$ cat config.mk
export PLATFORM = sky130hd
export DESIGN_NAME = format_string_printer_flat
export DESIGN_NICKNAME = d
export VERILOG_FILES = /design/src/design/fsp_pkg.sv /design/src/design/fsp_req_if.sv /design/src/design/fsp_res_if.sv /design/src/design/fsp_bcd.sv /design/src/design/format_string_printer.sv /design/src/flat_wrapper.sv
export VERILOG_INCLUDE_DIRS = /design/src /design/src/design
export SDC_FILE = /design/constraint.sdc
export NUM_CORES = 1
export LEC_CHECK = 0
export BUFFER_PORTS_ARGS = -buffer_cell sky130_fd_sc_hd__clkbuf_2
export CORE_UTILIZATION = 65
export DETAILED_ROUTE_END_ITERATION = 12
export GPL_TIMING_DRIVEN = 0
export PLACE_DENSITY = 0.94
export SETUP_SLACK_MARGIN = 0.2
export SYNTH_ARGS = -nofsm -noshare
export SYNTH_HDL_FRONTEND = slang
export SYNTH_SLANG_ARGS = --single-unit
$ cat constraint.sdc
create_clock -name clk_i -period 7.5 [get_ports clk_i]
set_clock_uncertainty 0.05 [all_clocks]
set_input_delay 0.75 -clock clk_i [delete_from_list [all_inputs] [get_ports clk_i]]
set_output_delay 0.75 -clock clk_i [all_outputs]
set_load 0.02 [all_outputs]
$ cat src/design/format_string_printer_defines.svh
// assertion macros shared by the formatter modules
`ifndef FORMAT_STRING_PRINTER_DEFINES_SVH
`define FORMAT_STRING_PRINTER_DEFINES_SVH

// same-cycle implication, clocked on clk_i, off during reset
`define FSP_ASSERT_SAME(lbl, ante, cons, msg) \
  lbl: assert property (@(posedge clk_i) disable iff (!rst_ni) (ante) |-> (cons)) \
    else $error(msg);

// next-cycle implication, clocked on clk_i, off during reset
`define FSP_ASSERT_NEXT(lbl, ante, cons, msg) \
  lbl: assert property (@(posedge clk_i) disable iff (!rst_ni) (ante) |=> (cons)) \
    else $error(msg);

`endif

$ cat src/design/fsp_pkg.sv
package fsp_pkg;

  localparam int OFFSET_WIDTH = 16;
  localparam int CHAR_W       = 8;
  localparam int ARG_W        = 32;
  localparam int POS_W        = 16;
  localparam int SIZE_W       = 16;
  localparam int BCD_DIGITS   = 10;
  localparam int BCD_W        = 4 * BCD_DIGITS;

  typedef logic [OFFSET_WIDTH-1:0] offset_t;
  typedef logic [CHAR_W-1:0]       char_t;

  // pending specifier kinds
  localparam logic [1:0] KIND_INT   = 2'd0;
  localparam logic [1:0] KIND_CHAR  = 2'd1;
  localparam logic [1:0] KIND_HEX   = 2'd2;
  localparam logic [1:0] KIND_SHORT = 2'd3;

  // format characters
  localparam char_t CH_NUL   = 8'h00;
  localparam char_t CH_PCT   = 8'h25;
  localparam char_t CH_H     = 8'h68;
  localparam char_t CH_X_LO  = 8'h78;
  localparam char_t CH_X_UP  = 8'h58;
  localparam char_t CH_I     = 8'h69;
  localparam char_t CH_C     = 8'h63;
  localparam char_t CH_MINUS = 8'h2d;
  localparam char_t CH_ZERO  = 8'h30;
  localparam char_t CH_A_LO  = 8'h61;
  localparam char_t CH_A_UP  = 8'h41;

  // one hex or decimal digit to ascii
  function automatic char_t digit_char(input logic [3:0] nib, input logic upper);
    char_t base;
    base = upper ? CH_A_UP : CH_A_LO;
    if (nib < 4'd10) begin
      return CH_ZERO + {4'b0000, nib};
    end
    return base + {4'b0000, nib} - 8'd10;
  endfunction

endpackage

$ cat src/design/fsp_req_if.sv
interface fsp_req_if;
  logic                         valid;
  logic                         ready;
  logic                         operation;
  logic [fsp_pkg::CHAR_W-1:0]   format_char;
  logic [fsp_pkg::ARG_W-1:0]    argument;

  modport source (output valid, operation, format_char, argument, input ready);
  modport sink   (input valid, operation, format_char, argument, output ready);
endinterface

$ cat src/design/fsp_res_if.sv
interface fsp_res_if;
  logic                         valid;
  logic                         ready;
  logic [fsp_pkg::CHAR_W-1:0]   out_char;
  logic                         stored;
  logic [fsp_pkg::POS_W-1:0]    position;
  logic [fsp_pkg::ARG_W-1:0]    total_count;
  logic                         is_terminator;
  logic                         last;

  modport source (output valid, out_char, stored, position, total_count, is_terminator,
                  last, input ready);
  modport sink   (input valid, out_char, stored, position, total_count, is_terminator,
                  last, output ready);
endinterface

$ cat src/design/fsp_bcd.sv
`include "format_string_printer_defines.svh"

// binary to bcd, one shift-and-add-3 step per cycle
module fsp_bcd (
  input  logic                       clk_i,
  input  logic                       rst_ni,
  input  logic                       start_i,
  input  logic [fsp_pkg::ARG_W-1:0]  value_i,
  output logic                       done_o,
  output logic [fsp_pkg::BCD_W-1:0]  bcd_o
);

  logic [fsp_pkg::ARG_W-1:0] bin_q;
  logic [fsp_pkg::BCD_W-1:0] bcd_q;
  logic [fsp_pkg::BCD_W-1:0] adj;
  logic [4:0]                cnt_q;
  logic                      busy_q;
  logic                      done_q;

  always_comb begin
    for (int i = 0; i < fsp_pkg::BCD_DIGITS; i++) begin
      adj[4*i +: 4] = (bcd_q[4*i +: 4] >= 4'd5) ? bcd_q[4*i +: 4] + 4'd3 : bcd_q[4*i +: 4];
    end
  end

  always_ff @(posedge clk_i or negedge rst_ni) begin
    if (!rst_ni) begin
      busy_q <= 1'b0;
      done_q <= 1'b0;
      cnt_q  <= '0;
      bin_q  <= '0;
      bcd_q  <= '0;
    end else begin
      done_q <= 1'b0;
      if (start_i) begin
        busy_q <= 1'b1;
        cnt_q  <= '0;
        bin_q  <= value_i;
        bcd_q  <= '0;
      end else if (busy_q) begin
        bcd_q <= {adj[fsp_pkg::BCD_W-2:0], bin_q[fsp_pkg::ARG_W-1]};
        bin_q <= {bin_q[fsp_pkg::ARG_W-2:0], 1'b0};
        cnt_q <= cnt_q + 5'd1;
        if (cnt_q == 5'd31) begin
          busy_q <= 1'b0;
          done_q <= 1'b1;
        end
      end
    end
  end

  assign done_o = done_q;
  assign bcd_o  = bcd_q;

  `FSP_ASSERT_SAME(a_start_idle, start_i, !busy_q, "conversion started while busy")
  `FSP_ASSERT_NEXT(a_start_busy, start_i, busy_q && !done_q, "start did not begin conversion")
  `FSP_ASSERT_SAME(a_top_digit, done_o, bcd_o[fsp_pkg::BCD_W-1 -: 4] <= 4'd4,
                   "top decimal digit out of range")

endmodule

$ cat src/design/format_string_printer.sv
// Streaming printf-style formatter. Each request carries either a format byte
// (operation 0) or an argument word (operation 1); ordinary bytes come out as
// characters, %i prints a signed decimal, %c the low byte, %x/%X the 32-bit hex
// value and %hx/%hX its low 16 bits, with leading zeros dropped. A NUL byte
// emits a terminator result and restarts the count for the next string. Each
// result reports the character, whether it fit in the buffer, its offset and the
// running count; buffer_size is written through cfg_we_i/cfg_buffer_size_i,
// which the user must do only while the block is idle; the block itself does
// not enforce it. A request that makes no result (a '%', a specifier letter or
// a stray argument) is taken and leaves the block ready again; after any other
// request the block emits one character per cycle while the output register
// is free, so a plain byte or a terminator gives one character and a %h echo
// three. Hex first runs the zero skip, one step per dropped leading zero, and
// every dropped zero is one character less. %i first runs the conversion in
// the bcd shift-and-add-3 unit (32 shifts, then the done flag), then skips and
// prints over ten digits as hex does, after a minus sign for a negative value.
// A finished character waits while the output register holds a result not yet
// taken. The block holds the next request off until the last character of the
// current one has been loaded into the output register; a result waiting there
// does not block the next request.
`include "format_string_printer_defines.svh"

module format_string_printer (
  input  logic                          clk_i,
  input  logic                          rst_ni,
  input  logic                          cfg_we_i,
  input  logic [fsp_pkg::SIZE_W-1:0]    cfg_buffer_size_i,
  fsp_req_if.sink                       req_i,
  fsp_res_if.source                     res_o
);

  // sequencer states
  localparam logic [1:0] ST_IDLE = 2'd0;  // waiting for a request
  localparam logic [1:0] ST_DABB = 2'd1;  // decimal conversion running
  localparam logic [1:0] ST_SKIP = 2'd2;  // drop leading zero digits
  localparam logic [1:0] ST_EMIT = 2'd3;  // one character per free output slot

  // parse phases
  localparam logic [1:0] PH_PLAIN   = 2'd0;
  localparam logic [1:0] PH_PERCENT = 2'd1;
  localparam logic [1:0] PH_PCT_H   = 2'd2;
  localparam logic [1:0] PH_WAIT    = 2'd3;

  logic [1:0]                state_q;
  logic [1:0]                phase_q;
  logic [1:0]                kind_q;
  logic                      upper_q;
  fsp_pkg::offset_t          room_q;
  fsp_pkg::offset_t          offset_q;
  logic [fsp_pkg::ARG_W-1:0] total_q;
  logic [fsp_pkg::SIZE_W-1:0] buf_size_q;

  // character source: up to three literal chars, then up to ten digits
  logic [3*fsp_pkg::CHAR_W-1:0] pre_q;
  logic [1:0]                   pre_n_q;
  logic [fsp_pkg::BCD_W-1:0]    dig_q;
  logic [3:0]                   left_q;
  logic                         term_q;

  // output register
  logic                         res_valid_q;
  fsp_pkg::char_t               res_char_q;
  logic                         res_stored_q;
  logic [fsp_pkg::POS_W-1:0]    res_pos_q;
  logic [fsp_pkg::ARG_W-1:0]    res_total_q;
  logic                         res_term_q;
  logic                         res_last_q;

  logic                         accept;
  logic                         arg_neg;
  logic [fsp_pkg::ARG_W-1:0]    arg_mag;
  logic                         bcd_start;
  logic                         bcd_done;
  logic [fsp_pkg::BCD_W-1:0]    bcd_val;
  logic                         emit_go;
  logic                         fits;
  logic                         is_last;
  fsp_pkg::char_t               cur_char;
  fsp_pkg::char_t               c_in;
  fsp_pkg::offset_t             size_w;

  assign accept    = req_i.valid && req_i.ready;
  assign c_in      = req_i.format_char;
  assign arg_neg   = req_i.argument[fsp_pkg::ARG_W-1];
  // magnitude formed unsigned, so the most negative value is fine
  assign arg_mag   = arg_neg ? (~req_i.argument + 32'd1) : req_i.argument;
  assign bcd_start = accept && req_i.operation && (phase_q == PH_WAIT)
                     && (kind_q == fsp_pkg::KIND_INT);

  fsp_bcd u_bcd (
    .clk_i   (clk_i),
    .rst_ni  (rst_ni),
    .start_i (bcd_start),
    .value_i (arg_mag),
    .done_o  (bcd_done),
    .bcd_o   (bcd_val)
  );

  assign emit_go  = (state_q == ST_EMIT) && (!res_valid_q || res_o.ready);
  assign fits     = room_q > fsp_pkg::offset_t'(1);
  assign cur_char = (pre_n_q != 2'd0) ? pre_q[3*fsp_pkg::CHAR_W-1 -: fsp_pkg::CHAR_W]
                    : fsp_pkg::digit_char(dig_q[fsp_pkg::BCD_W-1 -: 4], upper_q);
  assign is_last  = ((pre_n_q == 2'd1) && (left_q == 4'd0))
                    || ((pre_n_q == 2'd0) && (left_q == 4'd1));
  assign size_w   = fsp_pkg::offset_t'(cfg_buffer_size_i);

  always_ff @(posedge clk_i or negedge rst_ni) begin
    if (!rst_ni) begin
      state_q      <= ST_IDLE;
      phase_q      <= PH_PLAIN;
      kind_q       <= fsp_pkg::KIND_INT;
      upper_q      <= 1'b0;
      buf_size_q   <= '1;
      room_q       <= fsp_pkg::offset_t'({fsp_pkg::SIZE_W{1'b1}});
      offset_q     <= '0;
      total_q      <= '0;
      pre_q        <= '0;
      pre_n_q      <= '0;
      dig_q        <= '0;
      left_q       <= '0;
      term_q       <= 1'b0;
      res_valid_q  <= 1'b0;
      res_char_q   <= '0;
      res_stored_q <= 1'b0;
      res_pos_q    <= '0;
      res_total_q  <= '0;
      res_term_q   <= 1'b0;
      res_last_q   <= 1'b0;
    end else begin
      if (res_valid_q && res_o.ready) begin
        res_valid_q <= 1'b0;
      end

      case (state_q)
        ST_IDLE: begin
          if (accept) begin
            pre_n_q <= 2'd0;
            left_q  <= 4'd0;
            term_q  <= 1'b0;
            if (req_i.operation) begin
              // argument word, ignored unless a specifier waits
              if (phase_q == PH_WAIT) begin
                phase_q <= PH_PLAIN;
                case (kind_q)
                  fsp_pkg::KIND_INT: begin
                    pre_q   <= {fsp_pkg::CH_MINUS, 16'h0000};
                    pre_n_q <= arg_neg ? 2'd1 : 2'd0;
                    left_q  <= 4'(fsp_pkg::BCD_DIGITS);
                    state_q <= ST_DABB;
                  end
                  fsp_pkg::KIND_CHAR: begin
                    pre_q   <= {req_i.argument[7:0], 16'h0000};
                    pre_n_q <= 2'd1;
                    state_q <= ST_EMIT;
                  end
                  fsp_pkg::KIND_HEX: begin
                    dig_q   <= {req_i.argument, 8'h00};
                    left_q  <= 4'd8;
                    state_q <= ST_SKIP;
                  end
                  default: begin
                    dig_q   <= {req_i.argument[15:0], 24'h000000};
                    left_q  <= 4'd4;
                    state_q <= ST_SKIP;
                  end
                endcase
              end
            end else begin
              phase_q <= PH_PLAIN;
              case (phase_q)
                PH_PERCENT: begin
                  if (c_in == fsp_pkg::CH_NUL) begin
                    term_q  <= 1'b1;
                    pre_q   <= '0;
                    pre_n_q <= 2'd1;
                    state_q <= ST_EMIT;
                  end else if (c_in == fsp_pkg::CH_I) begin
                    kind_q  <= fsp_pkg::KIND_INT;
                    phase_q <= PH_WAIT;
                  end else if (c_in == fsp_pkg::CH_C) begin
                    kind_q  <= fsp_pkg::KIND_CHAR;
                    phase_q <= PH_WAIT;
                  end else if (c_in inside {fsp_pkg::CH_X_LO, fsp_pkg::CH_X_UP}) begin
                    kind_q  <= fsp_pkg::KIND_HEX;
                    upper_q <= (c_in == fsp_pkg::CH_X_UP);
                    phase_q <= PH_WAIT;
                  end else if (c_in == fsp_pkg::CH_H) begin
                    phase_q <= PH_PCT_H;
                  end
                  // anything else is an unknown specifier and is dropped
                end
                PH_PCT_H: begin
                  if (c_in == fsp_pkg::CH_NUL) begin
                    term_q  <= 1'b1;
                    pre_q   <= '0;
                    pre_n_q <= 2'd1;
                    state_q <= ST_EMIT;
                  end else if (c_in inside {fsp_pkg::CH_X_LO, fsp_pkg::CH_X_UP}) begin
                    kind_q  <= fsp_pkg::KIND_SHORT;
                    upper_q <= (c_in == fsp_pkg::CH_X_UP);
                    phase_q <= PH_WAIT;
                  end else begin
                    // not a short hex: echo the three bytes
                    pre_q   <= {fsp_pkg::CH_PCT, fsp_pkg::CH_H, c_in};
                    pre_n_q <= 2'd3;
                    state_q <= ST_EMIT;
                  end
                end
                default: begin
                  // plain text, also drops a pending specifier
                  if (c_in == fsp_pkg::CH_NUL) begin
                    term_q  <= 1'b1;
                    pre_q   <= '0;
                    pre_n_q <= 2'd1;
                    state_q <= ST_EMIT;
                  end else if (c_in == fsp_pkg::CH_PCT) begin
                    phase_q <= PH_PERCENT;
                  end else begin
                    pre_q   <= {c_in, 16'h0000};
                    pre_n_q <= 2'd1;
                    state_q <= ST_EMIT;
                  end
                end
              endcase
            end
          end
        end

        ST_DABB: begin
          if (bcd_done) begin
            dig_q   <= bcd_val;
            state_q <= ST_SKIP;
          end
        end

        ST_SKIP: begin
          if ((left_q > 4'd1) && (dig_q[fsp_pkg::BCD_W-1 -: 4] == 4'd0)) begin
            dig_q  <= {dig_q[fsp_pkg::BCD_W-5:0], 4'h0};
            left_q <= left_q - 4'd1;
          end else begin
            state_q <= ST_EMIT;
          end
        end

        default: begin
          if (emit_go) begin
            res_valid_q <= 1'b1;
            res_char_q  <= cur_char;
            res_pos_q   <= fsp_pkg::POS_W'(offset_q);
            res_last_q  <= is_last;
            res_term_q  <= term_q;
            if (term_q) begin
              // terminator fits if any room is left, then start a fresh string
              res_stored_q <= (room_q != '0);
              res_total_q  <= total_q;
              total_q      <= '0;
              offset_q     <= '0;
              room_q       <= fsp_pkg::offset_t'(buf_size_q);
              term_q       <= 1'b0;
            end else begin
              res_stored_q <= fits;
              res_total_q  <= total_q + 32'd1;
              total_q      <= total_q + 32'd1;
              if (fits) begin
                room_q   <= room_q - fsp_pkg::offset_t'(1);
                offset_q <= offset_q + fsp_pkg::offset_t'(1);
              end
            end
            if (pre_n_q != 2'd0) begin
              pre_q   <= {pre_q[2*fsp_pkg::CHAR_W-1:0], 8'h00};
              pre_n_q <= pre_n_q - 2'd1;
            end else begin
              dig_q  <= {dig_q[fsp_pkg::BCD_W-5:0], 4'h0};
              left_q <= left_q - 4'd1;
            end
            if (is_last) begin
              state_q <= ST_IDLE;
            end
          end
        end
      endcase

      // buffer size write, room follows the current offset
      if (cfg_we_i) begin
        buf_size_q <= cfg_buffer_size_i;
        room_q     <= (size_w > offset_q) ? (size_w - offset_q) : '0;
      end
    end
  end

  assign req_i.ready         = (state_q == ST_IDLE);
  assign res_o.valid         = res_valid_q;
  assign res_o.out_char      = res_char_q;
  assign res_o.stored        = res_stored_q;
  assign res_o.position      = res_pos_q;
  assign res_o.total_count   = res_total_q;
  assign res_o.is_terminator = res_term_q;
  assign res_o.last          = res_last_q;

  `FSP_ASSERT_NEXT(a_store_adv, emit_go && !term_q && fits && !cfg_we_i,
                   offset_q == fsp_pkg::offset_t'($past(offset_q) + 1'b1),
                   "stored character did not advance offset")
  `FSP_ASSERT_NEXT(a_term_clear, emit_go && term_q,
                   (total_q == '0) && (offset_q == '0) && res_term_q,
                   "terminator did not restart the string")
  `FSP_ASSERT_SAME(a_bcd_dabb, bcd_done, state_q == ST_DABB,
                   "decimal result outside conversion state")
  `FSP_ASSERT_SAME(a_skip_left, state_q == ST_SKIP, left_q != 4'd0,
                   "digit skip with no digits")

endmodule
$ cat src/flat_wrapper.sv
// flat-port wrapper written by rule: the top's interface ports become plain ports
module format_string_printer_flat 
  (clk_i, rst_ni, cfg_we_i, cfg_buffer_size_i, req_i_valid, req_i_operation, req_i_format_char, req_i_argument, req_i_ready, res_o_valid, res_o_out_char, res_o_stored, res_o_position, res_o_total_count, res_o_is_terminator, res_o_last, res_o_ready);
  fsp_req_if req_i_i ();
  fsp_res_if res_o_i ();
  input  logic clk_i;
  input  logic rst_ni;
  input  logic cfg_we_i;
  input  logic [fsp_pkg::SIZE_W-1:0] cfg_buffer_size_i;
  input wire logic [$bits(req_i_i.valid)-1:0] req_i_valid;
  input wire logic [$bits(req_i_i.operation)-1:0] req_i_operation;
  input wire logic [$bits(req_i_i.format_char)-1:0] req_i_format_char;
  input wire logic [$bits(req_i_i.argument)-1:0] req_i_argument;
  output wire logic [$bits(req_i_i.ready)-1:0] req_i_ready;
  output wire logic [$bits(res_o_i.valid)-1:0] res_o_valid;
  output wire logic [$bits(res_o_i.out_char)-1:0] res_o_out_char;
  output wire logic [$bits(res_o_i.stored)-1:0] res_o_stored;
  output wire logic [$bits(res_o_i.position)-1:0] res_o_position;
  output wire logic [$bits(res_o_i.total_count)-1:0] res_o_total_count;
  output wire logic [$bits(res_o_i.is_terminator)-1:0] res_o_is_terminator;
  output wire logic [$bits(res_o_i.last)-1:0] res_o_last;
  input wire logic [$bits(res_o_i.ready)-1:0] res_o_ready;
  assign req_i_i.valid = req_i_valid;
  assign req_i_i.operation = req_i_operation;
  assign req_i_i.format_char = req_i_format_char;
  assign req_i_i.argument = req_i_argument;
  assign req_i_ready = req_i_i.ready;
  assign res_o_valid = res_o_i.valid;
  assign res_o_out_char = res_o_i.out_char;
  assign res_o_stored = res_o_i.stored;
  assign res_o_position = res_o_i.position;
  assign res_o_total_count = res_o_i.total_count;
  assign res_o_is_terminator = res_o_i.is_terminator;
  assign res_o_last = res_o_i.last;
  assign res_o_i.ready = res_o_ready;
  format_string_printer u_core (.clk_i(clk_i), .rst_ni(rst_ni), .cfg_we_i(cfg_we_i), .cfg_buffer_size_i(cfg_buffer_size_i), .req_i(req_i_i), .res_o(res_o_i));
endmodule
==> metrics <==
syn_nets=2129; fmax=about 270 MHz; vias post-DR=around 17000; Post-synth ARST share=100%; Max Slew Vio Count=0; setup TNS=0 ns; core outline area=0.0255 mm^2; startpoint types=flop; Max H-tree Level=2; flops & latches, synth=297; Die W=164 um; setup violators final=0; Final Instance Area=~0.019 mm^2; Initial Util=approximately 67%; DRC=0; Avg Cell Area, Syn=8.51 um^2; Slew @ Worst Pin=1.10 ns; crit-path max FO=10; Fin. Hold Viols=0; Total Power=just over 0.006 W; Clock transition at path regs=~0.07 ns; Tcrit/Tclk final=50.0%; initial drt markers=2098; Die Span Y=164 um; cell count after synthesis=2008; largest net degree at the start of global routing=120; RePlAce Congestion=about 0.98; number of global-route vias before repair=16300; WP data required=slightly below 8 ns; DR WL/cell=20.4 um; initial antenna violation count=0; Clock Sinks=297; fin nets=2285; Setup Buffers After CTS=0; Finished Layout Cells=2520; area of placed instances=approximately 0.018 mm^2; status=finished clean; Routed WL=between 50000 and 60000 um; share of layout cells above drive strength 1=between 10 and 15%; RSZ-0062 raised after global routing=no; Clock Latency Late Sink=0.52 ns; Max Cap Violations=0; Period minus WS final=3.75 ns; Clock Path Buffers=3; crit end category=flop; Max VDD drop=0.290 mV; Area Growth Syn to Fin=13.9%; Overflow after GRT=0; CTS resizes=0; n_diodes=0; first-pass GRT wire length=82300 um; Site Rows=58; Hold Path Class=primary input to asynchronous set/reset pin; Synth Cell Area=0.0171 mm^2; post-synthesis sequential area ratio=43.7%; CTS tree=yes; TritonCTS Buffers=34; first drt pass iteration count=8; post-DP HPWL=between 30000 and 40000 um; Synth Warn #=0; Vias/cell=6.61; Clk Tree Root Cell=clkbuf_16; IO Count=about 120; Synth cell types=65; PortBufs=118; Placed Cells=~2500; number of routed nets with antenna violations=0; Rel. slew slack=26.1%; Crit Path Category=flop to flop; GRT Total Usage=38.8%; Arr. time, crit path=4.15 ns; P per Cell Area=317 mW/mm^2; Pleak=8.21 nW; CTS Hold Bufs=0; dominant synthesized flop cell=dfrtp_1; die area=between 0.02 and 0.03 mm^2; number of synthesized flops with an enable pin=0
## registers in the layout, summed over array words and instances (netlist names), 24 cells and up
name and count:
u_core.dig_q 40, u_core.u_bcd.bcd_o 40, u_core.res_o.total_count 32, u_core.total_q 32, u_core.u_bcd.bin_q 32, u_core.pre_q 24
## logic make-up (layout without fill, tap and decap cells)
kind of cell	count (synthesis)	after routing	synth area share, %
buffers and inverters	199	381	4.42
multiplexers	52	52	3.17
flip-flops	297	297	43.7
AO/OA/AOI/OAI	555	555	19.4
adder cells (fa/ha/maj)	59	59	4.36
XOR/XNOR	102	102	5.23
AND/OR/NAND/NOR	744	744	19.7
## cell usage after synthesis (all sizes together) (5+ instances only)
library cell  number  area share (%)
a211oi            34             1.5
a21o              15            0.66
a21oi            133             3.9
a221oi            19            0.97
a222oi            16            0.94
a22oi             13            0.57
a31oi             12            0.44
and2               6            0.22
and3              11            0.40
and4               6            0.31
buf               19            0.45
clkbuf           110             2.4
dfrtp            265              39
dfstp             32             4.9
ha                58             4.2
inv               69             1.5
mux2              17             1.1
mux2i             35             2.1
nand2            334             7.4
nand2b            15            0.55
nand3             49             1.4
nand4             18            0.83
nor2             161             3.5
nor2b             45             1.6
nor3              60             1.8
nor4              14            0.60
o211ai             5            0.22
o21a               5            0.22
o21ai            246             7.2
o221ai             7            0.36
o22ai              7            0.26
o31ai             12            0.53
or3                7            0.26
or4                7            0.31
xnor2             73             3.7
xor2              29             1.5
## layout make-up
class	instances	area (um^2)
Multi-Input combinational cell	1512	8860
Sequential cell	297	7470
Fill cell	1640	6000
Clock buffer	44	992
Timing Repair Buffer	120	654
Buffer	129	492
Tap cell	330	413
Clock inverter	18	323
Inverter	70	263
## worst paths after layout
check | from | endpoint | slack [ns] | cells after the start
max | u_core.offset_q[0]$_DFFE_PN0P_ | u_core.room_q[13]$_DFFE_PN1P_ | 3.75 | 10
min | rst_ni | u_core.res_o.position[10]$_DFFE_PN0P_ | 0.21 | 1
max reg2reg | u_core.offset_q[0]$_DFFE_PN0P_ | u_core.room_q[13]$_DFFE_PN1P_ | 3.75 | 10
min reg2reg | u_core.res_o.total_count[0]$_DFFE_PN0P_ | u_core.res_o.total_count[0]$_DFFE_PN0P_ | 0.43 | 2
max in group asynchronous | rst_ni | u_core.u_bcd.bin_q[16]$_DFFE_PN0P_ | 6.16 | 2
min in group clk_i | cfg_buffer_size_i[13] | u_core.buf_size_q[13]$_DFFE_PN1P_ | 0.43 | 3
## routing by layer
| metal | GRT usage [%] | share of wire (%) | vias up |
|---|---|---|---|
| met3 | 7.05 | 10 | 267 |
| met4 | 20.4 | 5.1 | 0 |
| met1 | 48.8 | 38 | 7911 |
| met5 | 0 | 0 | - |
| met2 | 63.6 | 47 | 1134 |
| li1 | - | - | 7341 |
## layout by cell type (no fill, tap or decap), drive strengths merged, types with 9 or more instances in the layout
master and n:
a21o 15, a21oi 133, nor3 60, dfstp 32, clkbuf 272, a222oi 16
dfrtp 265, nand3 49, and3 11, ha 58, nor2 161, xor2 29
xnor2 73, mux2i 35, nor2b 45, o21ai 246, o31ai 12, mux2 17
nand2 334, nand4 18, bufinv 9, a31oi 12, a211oi 34, a221oi 19
inv 69, nand2b 15, buf 21, nor4 14, a22oi 13
## where the power goes
part	leakage [nW]	internal, W	total [W]	switching, W
Clock	0.639	0.00125	0.00195	0.000706
Sequential	3.75	0.00189	0.00210	0.000203
Combinational	3.82	0.000647	0.00212	0.00147
Total	8.21	0.00379	0.00617	0.00238
## metrics by stage
step	utilization, %	setup slack, ns	hold slack (ns)
final	76.4	3.75	0.213
after global routing	76.4	3.58	0.271
after CTS	76.4	3.88	0.236
after detailed placement	71.3	3.52	0.416
after global placement	71.0	-0.410	0.407
after floorplan	-	4.39	0.394
## critical path, stage by stage, from the launching register on
cell	delay (ns)
dfrtp_1	0.47
ha_1	0.25
fa_1	0.39
nand2b_1	0.22
a21oi_1	0.27
a21o_1	0.22
a211oi_1	0.10
a311oi_1	0.90
clkbuf_1	0.45
nand2_1	0.15
a31oi_1	0.20
Power figures use the tool's default switching activity.
